==> config.mk <==
export PLATFORM = sky130hd
export DESIGN_NAME = ecdf_scan
export DESIGN_NICKNAME = d
export VERILOG_FILES = /design/src/rtl/ecdf_pkg.sv /design/src/rtl/ecdf_scan.sv
export SDC_FILE = /design/constraint.sdc
export NUM_CORES = 1
export LEC_CHECK = 0
export BUFFER_PORTS_ARGS = -buffer_cell sky130_fd_sc_hd__buf_2
export CAP_MARGIN = 10
export CORE_AREA = 4 4 174 176
export CTS_BUF_LIST = sky130_fd_sc_hd__clkbuf_16
export CTS_CLUSTER_SIZE = 12
export DETAILED_ROUTE_END_ITERATION = 10
export DIE_AREA = 0 0 178 180
export GPL_ROUTABILITY_DRIVEN = 0
export PLACE_DENSITY = 0.74
export SLEW_MARGIN = 20
export SYNTH_ARGS = -nofsm -noshare
export SYNTH_HDL_FRONTEND = slang
export SYNTH_SLANG_ARGS = --single-unit
==> constraint.sdc <==
create_clock -name clk -period 5.2 [get_ports clk]
set_input_delay 0.52 -clock clk [delete_from_list [all_inputs] [get_ports clk]]
set_output_delay 0.52 -clock clk [all_outputs]
set_load 0.05 [all_outputs]
==> src/rtl/ecdf_pkg.sv <==
// Shared types and constants for the event cooldown dedup filter.
package ecdf_pkg;

	localparam int unsigned RING_DEPTH_DEF = 64;
	localparam int unsigned ID_W           = 32;
	localparam int unsigned TS_W           = 63;
	localparam int unsigned COOL_W         = 48;
	localparam logic [COOL_W-1:0] COOL_RESET = 48'd7000;

	// One remembered event; a zero stamp marks an empty entry
	typedef struct packed {
		logic [ID_W-1:0] caller;
		logic [ID_W-1:0] target;
		logic            kind;
		logic [TS_W-1:0] stamp;
	} entry_t;

	localparam int unsigned ENTRY_W = $bits(entry_t);

endpackage

==> src/rtl/ecdf_scan.sv <==
// Scan sequencer: walks the ring, compares entries, records allowed events.
module ecdf_scan #(
	parameter int unsigned DEPTH = ecdf_pkg::RING_DEPTH_DEF,
	localparam int unsigned AW = $clog2(DEPTH),
	localparam int unsigned FW = $clog2(DEPTH + 1)
) (
	input  logic                          clk,
	input  logic                          arst_n,
	input  logic [ecdf_pkg::COOL_W-1:0]   cooldown,
	// event input beat
	input  logic                          ev_valid,
	output logic                          ev_ready,
	input  ecdf_pkg::entry_t              ev_data,
	// result beat
	output logic                          res_valid,
	input  logic                          res_ready,
	output logic                          res_allow,
	// ring memory port
	output logic                          mem_we,
	output logic [AW-1:0]                 mem_waddr,
	output ecdf_pkg::entry_t              mem_wdata,
	output logic                          mem_re,
	output logic [AW-1:0]                 mem_raddr,
	input  ecdf_pkg::entry_t              mem_rdata
);

	typedef enum logic [3:0] {
		ST_IDLE  = 4'b0001,
		ST_SCAN  = 4'b0010,
		ST_DRAIN = 4'b0100,
		ST_DONE  = 4'b1000
	} scan_state_t;

	localparam logic [AW-1:0] LAST_IDX = AW'(DEPTH - 1);
	localparam logic [FW-1:0] FULL_CNT = FW'(DEPTH);

	scan_state_t      state_q;
	ecdf_pkg::entry_t ev_q;
	logic [AW-1:0]    idx_q;
	logic [AW-1:0]    slot_q;
	logic [FW-1:0]    fill_q;
	logic             hit_q;
	logic             rd_valid_s1;
	logic [AW-1:0]    ridx_s1;
	logic             out_valid_q;
	logic             allow_q;

	logic                      ev_fire;
	logic                      finish;
	logic                      match;
	logic [ecdf_pkg::TS_W-1:0] age;

	assign ev_ready = (state_q == ST_IDLE);
	assign ev_fire  = ev_valid && ev_ready;
	assign finish   = (state_q == ST_DONE) && (!out_valid_q || res_ready);

	// Compare the entry read last cycle against the held event
	assign age = ev_q.stamp - mem_rdata.stamp;
	always_comb begin
		match = rd_valid_s1
			&& (FW'(ridx_s1) < fill_q)
			&& (mem_rdata.stamp != '0)
			&& (mem_rdata.caller == ev_q.caller)
			&& (mem_rdata.target == ev_q.target)
			&& (mem_rdata.kind == ev_q.kind)
			&& (mem_rdata.stamp <= ev_q.stamp)
			&& (age < ecdf_pkg::TS_W'(cooldown));
	end

	// Sequence the scan and update the ring pointer
	always_ff @(posedge clk or negedge arst_n) begin
		if (!arst_n) begin
			state_q     <= ST_IDLE;
			idx_q       <= '0;
			slot_q      <= '0;
			fill_q      <= '0;
			hit_q       <= 1'b0;
			rd_valid_s1 <= 1'b0;
			out_valid_q <= 1'b0;
		end else begin
			rd_valid_s1 <= (state_q == ST_SCAN);
			if (ev_fire) begin
				hit_q <= 1'b0;
			end else if (match) begin
				hit_q <= 1'b1;
			end
			if (finish) begin
				out_valid_q <= 1'b1;
			end else if (out_valid_q && res_ready) begin
				out_valid_q <= 1'b0;
			end
			unique case (state_q)
				ST_IDLE: begin
					if (ev_fire) begin
						idx_q   <= '0;
						state_q <= ST_SCAN;
					end
				end
				ST_SCAN: begin
					idx_q <= idx_q + 1'b1;
					if (idx_q == LAST_IDX) begin
						state_q <= ST_DRAIN;
					end
				end
				ST_DRAIN: begin
					state_q <= ST_DONE;
				end
				ST_DONE: begin
					if (finish) begin
						state_q <= ST_IDLE;
						if (!hit_q) begin
							slot_q <= (slot_q == LAST_IDX) ? '0 : slot_q + 1'b1;
							if (fill_q != FULL_CNT) begin
								fill_q <= fill_q + 1'b1;
							end
						end
					end
				end
				default: begin
					state_q <= ST_IDLE;
				end
			endcase
		end
	end

	// Hold the event, pipeline the read index and register the allow bit
	always_ff @(posedge clk) begin
		if (ev_fire) begin
			ev_q <= ev_data;
		end
		ridx_s1 <= idx_q;
		if (finish) begin
			allow_q <= !hit_q;
		end
	end

	assign mem_re    = (state_q == ST_SCAN);
	assign mem_raddr = idx_q;
	assign mem_we    = finish && !hit_q;
	assign mem_waddr = slot_q;
	assign mem_wdata = ev_q;

	assign res_valid = out_valid_q;
	assign res_allow = allow_q;

endmodule

==> results.txt, run 1 <==
outcome - completed
chip width - 178 um
CTS tree - yes
register area share after synthesis - 39.8%
vias in the first global route - 12.3k
worst skew pair latency - 0.46 ns
measured slew at the worst slew-check pin - 0.960 ns
Starting Density - 40.8%
core area - 28600 um2
Hold Path Class - in2async
Iter 0 DRT Violations - 959
Avg WL per Cell - 21.3 um
Area after DPL - 15100 um2
PortBufs - 452
Period minus WS final - 5.12 ns
Pwr Total - 6.59 mW
Clock Path Buffers - 2
Avg Inst Size Synth - 9.36 um2
asr flop ratio synth - 16.1%
Comb pwr share - 52.3%
CTS clk-pin slew, worst paths - 0.09 ns
first-pass GRT wire length - 68400 um
Die ar. - 32000 um2
Setup crit end kind - register
WHS - 0.0705 ns
Pre-antenna DRT Iters - 10
setup_tns - 0 ns
Critical Path AT - 5.43 ns
Worst IR Drop VDD - 0.276 mV
Clock Root Buffer - clkbuf_16
routed vias/inst - 5.51
CP required - 5.51 ns
CP Class - reg2reg
via count - 12.2k
worst clock skew - 0.0239 ns
dpl cells - 2162
most common cell after layout, fill and taps aside - buf_2
cell count after synthesis - 1249
top cell type's share of synthesized area - 33.1%
DP HPWL - 39100 um
final routed DRC violation total - 0
Final setup violation count - 0
most frequent cells in the layout - 452 x buf_2, 151 x inv_1, 129 x edfxtp_1
top achievable clock speed - 195 MHz
Clock Sinks - 161
H-tree Lvls - 4
Layout Nets - 2233
Max-slew headroom - 36.0%
Max-Cap Viols - 0
Post-DRT Antenna Nets - 0
crit-path most repeated cell - buf_4
# rows - 62
fin crit share - 98.5%
Post-synth EDFFs - 129
Hold Vio Cnt, Final - 0
Switch Pwr - 3.06 mW
filler cell count - 2566
Sw Share - 46.3%
fin cells - 2213
synth unique cells - 72
final WL - 47100 um
CP Max Fanout - 3
Reg power frac - 28.7%
GR Util All Layers - 27.9%
total gr overflow - 0
Worst path max stage delay - 0.60 ns
PwrDens - 412 nW/um2
area grow syn2layout - 36.9%
largest net degree at the start of global routing - 71
num ports - 453
fin area - 16000 um2
cts bufs inserted - 17
number of synthesis warnings - 0
Worst setup SP type - register
internal power - 3.54 mW
Max stage delay cell, worst path - or4b_2
most area-hungry cell type in the Yosys netlist - edfxtp_1
Final Max Tran Viols - 0
post-synth net total - 1677
share of layout cells above drive strength 1 - 35.9%
mapped cell area - 11700 um2
Main synth FF type - edfxtp_1
clock power share - 19.0%
die height - 180 um
register bit total from synthesis - 161
Leak - 7.51 nW
RSZ-0062 raised after global routing - true
initial antenna violation count - 13
top area cells in the synthesized netlist - edfxtp_1 33%, ha_1 13%, dfrtp_1 5.4%, inv_1 4.9%, xor2_1 4.5%
cell usage after synthesis (3+ instances only):
cell,count
a211o_1,5
and2_1,11
xor2_1,60
a21oi_1,98
o21ai_0,57
ha_1,119
o211ai_1,9
dfrtp_1,25
nand3b_1,3
o21bai_1,7
nor3b_1,4
a22oi_1,4
o2111ai_1,8
nor2b_1,11
o21ai_1,20
or3_1,6
nand3_1,27
a211oi_1,19
nand2b_1,11
nor4_1,35
a41oi_1,4
inv_1,151
clkbuf_1,26
o2bb2ai_1,3
and3_1,10
dfxtp_1,6
xnor2_1,46
nor3_1,26
edfxtp_1,129
a21o_1,15
a31oi_1,5
nand4_1,48
o21a_1,17
a2111oi_0,3
a221oi_1,4
nor2_1,50
o31ai_1,6
nand2_1,106
o22ai_1,8
worst max-delay path, delay by kind of cell, from the launching register on:
family	cells	cell delay (ns)
buffers and inverters	6	0.67
adders and majority gates	3	0.88
AOI/OAI and AO/OA	10	1.47
xor gates and xnor gates	1	0.15
DFF	1	0.40
and+or+nand+nor	5	1.40
power by group through the flow:
stage               clock (mW)  sequential (mW)  combinational, mW
floorplan                    0             2.52               1.53
global placement             0             1.91               3.22
detailed placement           0             1.92               3.28
CTS                       1.26             1.89               3.31
global route              1.32             1.91               3.72
finish                    1.25             1.89               3.45
flip-flops by register name, summed over array words and instances (netlist names):
register     flops
hit_q            1
res_valid        1
res_allow        1
mem_waddr        6
ridx_s1          6
fill_q           7
state_q          4
mem_wdata      128
rd_valid_s1      1
mem_raddr        6
what timing repair did:
item | in CTS | in global routing
setup buffers | 0 | 8
gates resized for setup | 5 | 46
pin swaps | 1 | 30
endpoints found under the setup margin | 1 | 1
cloned | 0 | 0
hold buffers | 0 | 0
cells by family after synthesis:
| kind of cell | synth area share (%) |
|---|---|
| adder cells (fa/ha/maj) | 12.9 |
| AO/OA/AOI/OAI | 17.0 |
| flip-flops | 39.8 |
| AND/OR/NAND/NOR | 16.1 |
| multiplexers | 0.364 |
| buffers and inverters | 5.88 |
| XOR/XNOR | 7.94 |
metal layers:
layer / part of all wire (%) / vias to the layer above / track usage [%]
met5: 0.040 / - / 0
met4: 5.5 / 4 / 14.6
met1: 34 / 5672 / 29.1
li1: - / 5692 / -
met3: 8.5 / 143 / 6.72
met2: 52 / 676 / 51.2
area by class of cell:
class / instances / area (um2) / area share (%)
antenna: 11 / 27.5 / 0.172
clock buffer: 18 / 450 / 2.82
multi-input combinational: 907 / 6600 / 41.3
inverter: 153 / 574 / 3.59
tap: 384 / 480 / 3.00
sequential: 161 / 4650 / 29.0
timing repair buffer: 565 / 3110 / 19.5
clock inverter: 14 / 103 / 0.641
worst paths after layout:
path / from / depth (start not counted) / endpoint / slack, ns
max: mem_wdata[0] / 25 / hit_q / 0.08
min: arst_n / 1 / hit_q / 0.07
max reg2reg: mem_wdata[0] / 25 / hit_q / 0.08
min reg2reg: mem_raddr[5] / 0 / ridx_s1[5] / 0.47
max in group asynchronous: arst_n / 1 / fill_q[4] / 4.71
min in group clk: ev_data[33] / 1 / mem_wdata[33] / 0.23
stage by stage:
stage | utilization [%] | setup WS, ns
3_3_place_gp | 52.8 | -0.380
2_1_floorplan | - | 0.150
4_1_cts | 54.8 | 0.0148
6_report | 55.9 | 0.0771
5_1_grt | 55.9 | -0.188
3_5_place_dp | 52.8 | -0.447
(Power assumes the default switching activity.)
==> run 2, diff against run 1 <==
CELL_PAD_IN_SITES_DETAIL_PLACEMENT = 1   (was not set)
CELL_PAD_IN_SITES_GLOBAL_PLACEMENT = 2   (was not set)
CORE_AREA = not set   (was 4 4 174 176)
CORE_ASPECT_RATIO = 0.9   (was not set)
CORE_MARGIN = 4   (was not set)
CORE_UTILIZATION = 29   (was not set)
DIE_AREA = not set   (was 0 0 178 180)
PLACE_DENSITY = 0.87   (was 0.74)
==> results.txt, run 2 (synthesized netlist as in run 1, its figures left out) <==
outcome - completed
routed vias/inst - 5.11
most frequent cells in the layout - 452 x buf_2, 151 x inv_1, 132 x buf_4
RSZ-0062 raised after global routing - true
Layout Nets - 2253
CP required - 5.51 ns
fin cells - 2386
worst skew pair latency - 0.47 ns
total gr overflow - 0
Iter 0 DRT Violations - 579
chip width - 220 um
measured slew at the worst slew-check pin - 1.05 ns
share of layout cells above drive strength 1 - 36.3%
setup slack after layout - 0.152 ns
Stages on worst setup path - 21
first-pass GRT wire length - 81900 um
H-tree Lvls - 4
pre-CTS worst setup slack - -0.662 ns
CP Max Fanout - 4
Max-Cap Viols - 0
Util after Layout - 41.3%
Max-slew headroom - 30.2%
WHS - 0.0856 ns
vias in the first global route - 13.0k
Worst setup SP type - register
cts bufs inserted - 17
max reg flops - 128
Clock Root Buffer - clkbuf_16
PwrDens - 419 nW/um2
area grow syn2layout - 40.1%
most common cell after layout, fill and taps aside - buf_2
Period minus WS final - 5.05 ns
Area after DPL - 15400 um2
GR Util All Layers - 25.4%
Die ar. - 43600 um2
die height - 198 um
fin area - 16400 um2
Avg WL per Cell - 23.7 um
Clock Sinks - 161
via count - 12.2k
Worst path top cell family by delay - compound AO/OA/AOI/OAI gates
DP HPWL - 48900 um
CTS tree - yes
CP Cell Sequence - ha_1 > nand4_1 > nor3_2 > o21ai_2 > a311oi_2 > nor2_1 > o21bai_1 > a41oi_1 > o21bai_1 > buf_4 > buf_4 > a211oi_1 > xnor2_1 > ha_1 > nand4_1 > nor3_1 > or4b_2 > o2111ai_1 > a2111oi_2 > o2111ai_1 > o32ai_2
Hold Vio Cnt, Final - 0
Final setup violation count - 0
Clock Path Buffers - 2
Worst path max stage delay - 0.66 ns
Hold-fix buffers, CTS - 0
Hold Path Class - in2async
dpl cells - 2328
CP Class - reg2reg
Critical Path AT - 5.36 ns
PortBufs - 452
top achievable clock speed - 198 MHz
# rows - 69
CTS clk-pin slew, worst paths - 0.09 ns
Post-DRT Antenna Nets - 0
Pre-antenna DRT Iters - 5
final routed DRC violation total - 0
Max stage delay cell, worst path - or4b_2
WP buf/inv - 2
initial antenna violation count - 26
largest net degree at the start of global routing - 76
R2R depth - 21
worst clock skew - 0.0103 ns
core area - 39600 um2
num ports - 453
Final Max Tran Viols - 0
Worst IR Drop VDD - 0.394 mV
Starting Density - 29.5%
fin crit share - 97.1%
final WL - 56700 um
Leak - 7.62 nW
Setup crit end kind - register
[run 2: cell types whose count changed in the layout (fill, tap and decap cells not counted), sizes merged]
cell      before  now
clkinv         4    7
inv          162  161
clkinvlp       1    0
diode         11   16
clkbuf        18   17
buf          565  585
[run 2: worst paths after layout]
| kind | to | slack (ns) | from |
|---|---|---|---|
| min | mem_raddr[3] | 0.09 | arst_n |
| max in group asynchronous | fill_q[4] | 4.66 | arst_n |
| max | hit_q | 0.15 | mem_wdata[8] |
| min in group clk | mem_wdata[103] | 0.22 | ev_data[103] |
| max reg2reg | hit_q | 0.15 | mem_wdata[8] |
| min reg2reg | ridx_s1[3] | 0.52 | mem_raddr[3] |
[run 2: final cells by class]
class	instances	area (um2)
Antenna cell	16	40.0
Clock buffer	17	425
Sequential cell	161	4650
Clock inverter	15	220
Timing Repair Buffer	585	3260
Multi-Input combinational cell	907	6540
Inverter	153	574
Tap cell	532	666
Fill cell	4745	23300
[run 2: where the power goes]
group / total [mW] / internal [mW] / switching [mW]
Combinational: 3.57 / 1.21 / 2.36
Sequential: 1.92 / 1.71 / 0.204
Clock: 1.38 / 0.675 / 0.704
[run 2: metrics by stage]
step                TNS (ns)  total power [mW]
floorplan                  0              4.05
global placement      -0.386              5.29
detailed placement    -0.662              5.40
CTS                        0              6.84
global route          -0.115              7.25
finish                     0              6.86
[run 2: per-layer routing]
metal,share of wire (%),GRT usage [%],up-vias
li1,-,-,5749
met1,38,28.6,5875
met2,50,44.9,464
met3,7.5,7.44,97
met4,4.2,11.0,12
met5,0.15,0,-
[run 2: worst reg2reg max path, stage by stage, from the launching register on]
cell and delay (ns):
edfxtp_1 0.46, ha_1 0.38, nand4_1 0.23, nor3_2 0.24, o21ai_2 0.13, a311oi_2 0.29, nor2_1 0.11, o21bai_1 0.25
a41oi_1 0.19, o21bai_1 0.23, buf_4 0.14, buf_4 0.11, a211oi_1 0.08, xnor2_1 0.15, ha_1 0.31, nand4_1 0.10
nor3_1 0.32, or4b_2 0.66, o2111ai_1 0.23, a2111oi_2 0.06, o2111ai_1 0.13, o32ai_2 0.11
[run 2: timing repair]
item,in CTS,in global routing
pin swaps,15,16
setup endpoints to repair,1,1
hold endpoints to repair,0,0
setup buffers,6,4
resized for setup,13,24
